$ cat src/rtl/hia_pkg.sv
`default_nettype none

package hia_pkg;

    // fixed field widths
    localparam int KIND_W   = 2;
    localparam int IDX_W    = 6;
    localparam int STATUS_W = 2;
    localparam int CAP_W    = 7;

    // capacity register value after reset
    localparam logic [CAP_W-1:0] CAP_RESET = 7'd64;

    // request kinds
    localparam logic [KIND_W-1:0] KIND_ALLOC   = 2'd0;
    localparam logic [KIND_W-1:0] KIND_RELEASE = 2'd1;
    localparam logic [KIND_W-1:0] KIND_CLEAR   = 2'd2;

    // result status codes
    localparam logic [STATUS_W-1:0] ST_OK        = 2'd0;
    localparam logic [STATUS_W-1:0] ST_EXHAUSTED = 2'd1;
    localparam logic [STATUS_W-1:0] ST_RANGE     = 2'd2;
    localparam logic [STATUS_W-1:0] ST_FULL      = 2'd3;

    // outcome of one request; use_ring selects the ring read data as granted
    typedef struct packed {
        logic [STATUS_W-1:0] status;
        logic [IDX_W-1:0]    granted;
        logic                use_ring;
    } hia_result_t;

endpackage

`default_nettype wire

$ cat src/rtl/hia_ring_mem.sv
`default_nettype none

module hia_ring_mem
    import hia_pkg::*;
#(
    parameter int DEPTH  = 64,
    parameter int ADDR_W = 6
) (
    input  wire logic              aclk,
    input  wire logic              wr_en,
    input  wire logic [ADDR_W-1:0] wr_addr,
    input  wire logic [IDX_W-1:0]  wr_data,
    input  wire logic              rd_en,
    input  wire logic [ADDR_W-1:0] rd_addr,
    output logic      [IDX_W-1:0]  rd_data
);

    logic [IDX_W-1:0] mem [DEPTH];
    logic [IDX_W-1:0] rd_data_reg;

    // write port
    always_ff @(posedge aclk) begin
        if (wr_en) begin
            mem[wr_addr] <= wr_data;
        end
    end

    // registered read, held until the next pop
    always_ff @(posedge aclk) begin
        if (rd_en) begin
            rd_data_reg <= mem[rd_addr];
        end
    end

    assign rd_data = rd_data_reg;

endmodule

`default_nettype wire

$ cat src/rtl/hia_ctrl.sv
`default_nettype none

module hia_ctrl
    import hia_pkg::*;
#(
    parameter int MAX_HANDLES = 64,
    parameter int PTR_W       = 6,
    parameter int CNT_W       = 7
) (
    input  wire logic              aclk,
    input  wire logic              aresetn,
    input  wire logic              cfg_wr_en,
    input  wire logic [CAP_W-1:0]  cfg_wr_data,
    input  wire logic              fire,
    input  wire logic [KIND_W-1:0] kind,
    input  wire logic [IDX_W-1:0]  index,
    output logic                   ready,
    output hia_result_t            result,
    output logic                   mem_wr_en,
    output logic [PTR_W-1:0]       mem_wr_addr,
    output logic [IDX_W-1:0]       mem_wr_data,
    output logic                   mem_rd_en,
    output logic [PTR_W-1:0]       mem_rd_addr
);

    // compare width wide enough for capacity, counts and indices
    localparam int CW = (CNT_W > CAP_W) ? CNT_W : CAP_W;

    logic [CAP_W-1:0] capacity_reg;
    logic [PTR_W-1:0] head_reg, head_next;
    logic [PTR_W-1:0] tail_reg, tail_next;
    logic [CNT_W-1:0] count_reg, count_next;
    logic [CNT_W-1:0] bump_reg, bump_next;

    logic [CW-1:0] cap_ext, eff_cap;
    logic [CW-1:0] head_ext, tail_ext, count_ext, bump_ext, index_ext;
    logic [CW-1:0] head_inc, tail_inc;
    logic [PTR_W-1:0] head_adv, tail_adv;
    logic          head_wrap, tail_wrap;

    // capacity register
    always_ff @(posedge aclk) begin
        if (!aresetn) begin
            capacity_reg <= CAP_RESET;
        end else if (cfg_wr_en) begin
            capacity_reg <= cfg_wr_data;
        end
    end

    // clamp capacity to 1..MAX_HANDLES
    always_comb begin
        cap_ext = CW'(capacity_reg);
        if (cap_ext == '0) begin
            eff_cap = CW'(1);
        end else if (cap_ext > CW'(MAX_HANDLES)) begin
            eff_cap = CW'(MAX_HANDLES);
        end else begin
            eff_cap = cap_ext;
        end
    end

    assign head_ext  = CW'(head_reg);
    assign tail_ext  = CW'(tail_reg);
    assign count_ext = CW'(count_reg);
    assign bump_ext  = CW'(bump_reg);
    assign index_ext = CW'(index);

    // pointers left beyond a lowered capacity are rewrapped first
    assign head_wrap = (head_ext >= eff_cap);
    assign tail_wrap = (tail_ext >= eff_cap);
    assign ready     = !head_wrap && !tail_wrap;

    // ring pointer advance with wrap at capacity
    assign head_inc = head_ext + CW'(1);
    assign tail_inc = tail_ext + CW'(1);
    assign head_adv = (head_inc >= eff_cap) ? '0 : head_inc[PTR_W-1:0];
    assign tail_adv = (tail_inc >= eff_cap) ? '0 : tail_inc[PTR_W-1:0];

    // request decode and state update
    always_comb begin
        head_next       = head_reg;
        tail_next       = tail_reg;
        count_next      = count_reg;
        bump_next       = bump_reg;
        result.status   = ST_OK;
        result.granted  = '0;
        result.use_ring = 1'b0;
        mem_wr_en       = 1'b0;
        mem_wr_addr     = tail_reg;
        mem_wr_data     = index;
        mem_rd_en       = 1'b0;
        mem_rd_addr     = head_reg;
        if (!fire) begin
            if (head_wrap) begin
                head_next = head_reg - eff_cap[PTR_W-1:0];
            end
            if (tail_wrap) begin
                tail_next = tail_reg - eff_cap[PTR_W-1:0];
            end
        end else begin
            unique case (kind)
                KIND_ALLOC: begin
                    if (count_reg != '0) begin
                        mem_rd_en       = 1'b1;
                        result.use_ring = 1'b1;
                        head_next       = head_adv;
                        count_next      = count_reg - CNT_W'(1);
                    end else if (bump_ext < eff_cap) begin
                        result.granted = bump_ext[IDX_W-1:0];
                        bump_next      = bump_reg + CNT_W'(1);
                    end else begin
                        result.status = ST_EXHAUSTED;
                    end
                end
                KIND_RELEASE: begin
                    if (index_ext >= eff_cap) begin
                        result.status = ST_RANGE;
                    end else if (count_ext >= eff_cap) begin
                        result.status = ST_FULL;
                    end else begin
                        mem_wr_en  = 1'b1;
                        tail_next  = tail_adv;
                        count_next = count_reg + CNT_W'(1);
                    end
                end
                KIND_CLEAR: begin
                    head_next  = '0;
                    tail_next  = '0;
                    count_next = '0;
                    bump_next  = '0;
                end
                default: begin
                end
            endcase
        end
    end

    // pointer and counter registers
    always_ff @(posedge aclk) begin
        if (!aresetn) begin
            head_reg  <= '0;
            tail_reg  <= '0;
            count_reg <= '0;
            bump_reg  <= '0;
        end else begin
            head_reg  <= head_next;
            tail_reg  <= tail_next;
            count_reg <= count_next;
            bump_reg  <= bump_next;
        end
    end

`ifndef NO_ASSERTIONS
    // a request is only processed with both pointers inside capacity
    a_fire_ready: assert property (@(posedge aclk) disable iff (!aresetn)
        fire |-> ready)
        else $error("request processed while pointers rewrap");

    // one request touches the ring at most once
    a_one_port: assert property (@(posedge aclk) disable iff (!aresetn)
        !(mem_wr_en && mem_rd_en))
        else $error("ring read and write in one cycle");

    // clear empties the ring and the bump counter
    a_clear: assert property (@(posedge aclk) disable iff (!aresetn)
        (fire && kind == KIND_CLEAR) |=> (count_reg == '0 && bump_reg == '0))
        else $error("clear left state behind");

    // accepted release grows the ring by one
    a_push: assert property (@(posedge aclk) disable iff (!aresetn)
        mem_wr_en |=> (count_reg == $past(count_reg) + CNT_W'(1)))
        else $error("ring count not incremented on push");
`endif

endmodule

`default_nettype wire

$ cat src/rtl/handle_index_allocator.sv
`default_nettype none

// Handle index allocator. Allocate requests pop the oldest index from a FIFO
// recycle ring, fall back to a bump counter of never-used indices, and report
// exhausted when both are spent; releases push onto the ring or are rejected
// (out of range, ring full); clear empties ring and counter. One request is
// taken per cycle while the decision logic is ready and the result slot is
// free. A request passes the input register, the decision logic and the
// result register before its result shows on m_tvalid (the ring read is
// registered in the ring memory beside the result register). After a
// capacity write that leaves a ring pointer at or beyond the new capacity,
// requests are held while the pointers are rewrapped, one subtraction per
// cycle; one request can still enter the input register, after which s_tready
// stays low. The ring needs no clearing pass after reset. Granted indices
// are 6 bits wide.
module handle_index_allocator
    import hia_pkg::*;
#(
    parameter int MAX_HANDLES = 64
) (
    input  wire logic             aclk,
    input  wire logic             aresetn,
    // configuration: capacity
    input  wire logic             cfg_wr_en,
    input  wire logic [CAP_W-1:0] cfg_wr_data,
    // request channel
    input  wire logic             s_tvalid,
    output logic                  s_tready,
    input  wire logic [7:0]       s_tdata,   // index[5:0], zero[7:6]
    input  wire logic [1:0]       s_tuser,   // kind[1:0]
    // result channel
    output logic                  m_tvalid,
    input  wire logic             m_tready,
    output logic [7:0]            m_tdata    // status[1:0], granted[7:2]
);

    localparam int PTR_W = $clog2(MAX_HANDLES);
    localparam int CNT_W = $clog2(MAX_HANDLES + 1);

    logic              in_valid_reg;
    logic [KIND_W-1:0] in_kind_reg;
    logic [IDX_W-1:0]  in_index_reg;

    logic              out_valid_reg;
    hia_result_t       out_result_reg;

    logic              fire;
    logic              ctrl_ready;
    hia_result_t       result;
    logic              mem_wr_en;
    logic [PTR_W-1:0]  mem_wr_addr;
    logic [IDX_W-1:0]  mem_wr_data;
    logic              mem_rd_en;
    logic [PTR_W-1:0]  mem_rd_addr;
    logic [IDX_W-1:0]  mem_rd_data;

    // a request moves on when it is decided and the result slot frees up
    assign fire     = in_valid_reg && ctrl_ready && (!out_valid_reg || m_tready);
    assign s_tready = !in_valid_reg || fire;

    // input register
    always_ff @(posedge aclk) begin
        if (!aresetn) begin
            in_valid_reg <= 1'b0;
        end else if (s_tready) begin
            in_valid_reg <= s_tvalid;
        end
    end

    always_ff @(posedge aclk) begin
        if (s_tvalid && s_tready) begin
            in_kind_reg  <= s_tuser;
            in_index_reg <= s_tdata[IDX_W-1:0];
        end
    end

    hia_ctrl #(
        .MAX_HANDLES (MAX_HANDLES),
        .PTR_W       (PTR_W),
        .CNT_W       (CNT_W)
    ) u_ctrl (
        .aclk        (aclk),
        .aresetn     (aresetn),
        .cfg_wr_en   (cfg_wr_en),
        .cfg_wr_data (cfg_wr_data),
        .fire        (fire),
        .kind        (in_kind_reg),
        .index       (in_index_reg),
        .ready       (ctrl_ready),
        .result      (result),
        .mem_wr_en   (mem_wr_en),
        .mem_wr_addr (mem_wr_addr),
        .mem_wr_data (mem_wr_data),
        .mem_rd_en   (mem_rd_en),
        .mem_rd_addr (mem_rd_addr)
    );

    hia_ring_mem #(
        .DEPTH   (MAX_HANDLES),
        .ADDR_W  (PTR_W)
    ) u_ring (
        .aclk    (aclk),
        .wr_en   (mem_wr_en),
        .wr_addr (mem_wr_addr),
        .wr_data (mem_wr_data),
        .rd_en   (mem_rd_en),
        .rd_addr (mem_rd_addr),
        .rd_data (mem_rd_data)
    );

    // result register
    always_ff @(posedge aclk) begin
        if (!aresetn) begin
            out_valid_reg <= 1'b0;
        end else if (fire) begin
            out_valid_reg <= 1'b1;
        end else if (m_tready) begin
            out_valid_reg <= 1'b0;
        end
    end

    always_ff @(posedge aclk) begin
        if (fire) begin
            out_result_reg <= result;
        end
    end

    // result transfer
    assign m_tvalid = out_valid_reg;
    assign m_tdata  = {(out_result_reg.use_ring ? mem_rd_data : out_result_reg.granted),
                       out_result_reg.status};

endmodule

`default_nettype wire
$ cat config.mk
export PLATFORM = sky130hd
export DESIGN_NAME = handle_index_allocator
export DESIGN_NICKNAME = d
export VERILOG_FILES = /design/src/rtl/hia_pkg.sv /design/src/rtl/hia_ring_mem.sv /design/src/rtl/hia_ctrl.sv /design/src/rtl/handle_index_allocator.sv
export SDC_FILE = /design/constraint.sdc
export NUM_CORES = 1
export LEC_CHECK = 0
export ABC_CLOCK_PERIOD_IN_PS = 5550
export BUFFER_PORTS_ARGS = -buffer_cell sky130_fd_sc_hd__buf_4
export CAP_MARGIN = 0
export CORE_ASPECT_RATIO = 1.4
export CORE_UTILIZATION = 44
export DETAILED_ROUTE_END_ITERATION = 6
export GPL_ROUTABILITY_DRIVEN = 1
export SLEW_MARGIN = 40
export SYNTH_ARGS = -nofsm -noshare
export SYNTH_HDL_FRONTEND = slang
export SYNTH_SLANG_ARGS = --single-unit
export TNS_END_PERCENT = 5
$ cat constraint.sdc
create_clock -name aclk -period 5.55 [get_ports aclk]
set_clock_uncertainty 0.2 [all_clocks]
set_input_delay 0.555 -clock aclk [delete_from_list [all_inputs] [get_ports aclk]]
set_output_delay 0.555 -clock aclk [all_outputs]
set_load 0.01 [all_outputs]
==> flow_metrics.py <==
metrics = {
    "synthesis": {
        "synth-edff-count": 407,
        "synth_top_area_share_pct": 64.3,
        "synthCells": 1076,
        "synth_warnings": 0,
        "syn_nets": 1156,
        "ys_ff_latch": 442,
        "async_flop_share_pct": 0,
        "post_synth_num_cell_types": 68,
        "seq_area_frac_synth_pct": 67.9,
        "netlist_top_cells_area": "edfxtp_1 (64%), mux4_2 (15%), dfxtp_1 (3.7%)",
        "syn_area_sq_um": 19000,
        "synth.largest_area_cell": "edfxtp_1",
        "avgSynthCellArea_sq_um": 17.7,
        "ys.flop_type": "edfxtp_1",
    },
    "power_and_ir_drop": {
        "p_leak_nw": 6.81,
        "p_seq_share_pct": 45.4,
        "p_sw_mw": 2.30,
        "p_comb_share_pct": 20.5,
        "p_per_area_nw_per_um2": 402,
        "netSwitchingFraction_pct": 26.8,
        "peakVddDrop_uv": 242,
        "intPower_mw": 6.28,
        "clkPwrFrac_pct": 34.1,
    },
    "finish": {
        "layout_commonest_cell": "edfxtp_1",
        "largest_reg_flops": 384,
        "regArea_sq_um": 12900,
        "layout_common_cells": "edfxtp_1 (407), mux4_2 (126), nor2_1 (91)",
        "fillerInstances": 3437,
        "top_register": "u_ring.mem",
        "layout.nets": 1195,
        "multiInputGateArea_sq_um": 5740,
        "layout-drive-gt1-share_pct": 23.3,
        "area_growth_pct": 12.1,
    },
    "job": {
        "max-cap-violations": 0,
    },
    "drt": {
        "wl_per_cell_um": 25.1,
        "ant_nets": 0,
        "num_vias": 9810,
        "drtPass1Iterations": 5,
        "via_per_inst": 5.78,
        "drt_wl_total_um": 42600,
        "drtIter0Drc": 808,
        "drc": 0,
    },
    "worst_hold_path": {
        "worstHoldStart": "s_tvalid",
        "min_to": "in_valid_reg",
        "hp-class": "in2reg",
        "min_path_cells": 3,
    },
    "clocking": {
        "cts_root_buffer": "clkbuf_16",
        "cts_buffer_depth": 3,
        "cts_num_sinks": 442,
        "clock_latency_ps": 550,
        "clk_pin_slew_worst_paths_ps": 60,
        "postCtsSetupBuffers": 0,
        "cts_tree": "built",
        "cts_made_buffers": 43,
        "h-tree-depth": 2,
    },
    "sta": {
        "rsz0062_at_grt": "no",
        "tns_ps": 0,
        "period_share_pct": 86.8,
        "drv_slew": 0,
        "hold_viol_final": 0,
        "setup_slack_ps": 732,
        "timing.fmax_ghz": 0.208,
        "min_period_ps": 4820,
        "setup_viol": 0,
        "max-slew-margin-rel_pct": 40.9,
        "worst_pin_slew_ps": 880,
    },
    "global_route": {
        "antenna_found_initial": 1,
        "grt_max_degree": 75,
        "grt-ovfl-total": 0,
        "grt_pass1_wl_um": 63700,
        "grt_pass1_vias": 10200,
        "grt.total_usage_pct": 20.0,
    },
    "setup_path": {
        "timing.reg2reg.setup_slack_ps": 730,
        "critPathMaxFanout": 8,
        "r2r_cells": 12,
        "start_kind": "register",
        "rr_startpoint": "u_ctrl.cap_ext[1]",
        "worstSetupEndpointType": "register",
        "cp.arrival_ps": 4800,
        "r2r-end": "u_ring.mem[3][4]",
        "worstSetupPathType": "reg2reg",
        "required_ps": 5530,
    },
    "placement": {
        "dpl_worst_slack_ps": 779,
        "io_buffer_count": 29,
        "gp_congestion": 0.855,
        "dpl.hpwl_um": 27400,
    },
    "die": {
        "die-area_sq_um": 44100,
        "boundaryPins": 32,
        "die_x_um": 178,
        "std_cell_rows": 89,
        "fp.coreArea_sq_um": 42400,
        "die_h_um": 248,
        "initial_core_util_pct": 44.8,
    },
    "run_status": {
        "status": "complete, no violations",
    },
}
==> critical path: stages (launching register included) <==
cell,delay (ps)
dfxtp_1,330
or4_4,540
nor2_1,100
nor2_1,50
nor2_1,310
ha_1,310
nand2b_4,150
a2111oi_4,330
o21ai_1,210
a211oi_4,380
nand4_1,200
or3_1,690
nor2_1,660
==> stage by stage <==
step	util [%]	area, sq um	total power, mW	std cells	hold WS, ps
2_1_floorplan	-	19000	5.20	1076	262
3_3_place_gp	46.7	19800	5.73	1608	281
3_5_place_dp	46.7	19800	5.75	1608	293
4_1_cts	50.3	21300	8.67	1695	8.44
5_1_grt	50.3	21300	8.90	1695	21.8
6_report	50.3	21300	8.58	1696	25.1
==> power groups by stage <==
stage          Sequential [mW]  Combinational [mW]  Clock [mW]
5_1_grt                   3.91                1.90        3.09
3_3_place_gp              3.97                1.77           0
6_report                  3.89                1.76        2.93
2_1_floorplan             3.86                1.34           0
3_5_place_dp              3.97                1.78           0
4_1_cts                   3.90                1.79        2.99
==> cell families after synthesis <==
group	synth area share, %
flops	67.9
simple gates	5.37
mux	15.7
compound gates	4.34
buf+inv	1.87
fa+ha+maj	3.93
xor+xnor	0.829
==> worst max-delay path by stage <==
stage / endpoint / cells after the start / slack [ps] / startpoint
3_3_place_gp: u_ring.mem[2][2] / 12 / 790 / u_ctrl.cap_ext[1]
4_1_cts: u_ring.mem[3][5] / 12 / 750 / u_ctrl.cap_ext[1]
5_1_grt: u_ring.mem[3][4] / 12 / 500 / u_ctrl.cap_ext[1]
2_1_floorplan: u_ring.mem[43][0] / 13 / 1500 / u_ctrl.cap_ext[1]
6_report: u_ring.mem[3][4] / 12 / 730 / u_ctrl.cap_ext[1]
3_5_place_dp: u_ring.mem[3][3] / 12 / 780 / u_ctrl.cap_ext[1]
==> what timing repair did <==
item / CTS / global route
gates resized for setup: 0 / 0
endpoints found under the hold margin: 8 / 0
hold buffers: 8 / 0
==> Yosys cell counts, drive strengths merged, types with 3 or more instances <==
cell / n
dfxtp: 35
o21a: 4
edfxtp: 407
o2111ai: 3
buf: 20
a21oi: 38
nor2b: 4
nor3: 10
inv: 27
mux4: 126
nand2b: 6
o21ai: 22
nand4: 4
ha: 55
and2: 8
o22a: 3
nand2: 40
a21o: 10
a211oi: 3
or4: 4
or2: 3
o211ai: 3
xor2: 7
mux2: 7
nand3: 14
and3: 4
a2111oi: 5
clkbuf: 42
nor2: 91
or3b: 3
mux2i: 7
xnor2: 11
a31oi: 3
or3: 17
fa: 3
==> routing by layer <==
layer	global-route usage [%]	vias to the layer above	routed length (um)
met3	2.54	73	1560
li1	-	4393	-
met1	24.3	5106	16900
met4	7.94	0	1470
met5	0	-	0
met2	36.0	238	22700
==> layout make-up <==
type                            count  share of cell area, %
Sequential cell                   442                   60.6
Multi-Input combinational cell    545                   26.9
Clock buffer                       54                   5.34
Tap cell                          546                   3.20
Timing Repair Buffer               56                   2.14
Clock inverter                     25                   1.26
Inverter                           27                  0.487
Antenna cell                        1                 0.0117
Note: power is estimated with default switching activity, not from simulation.
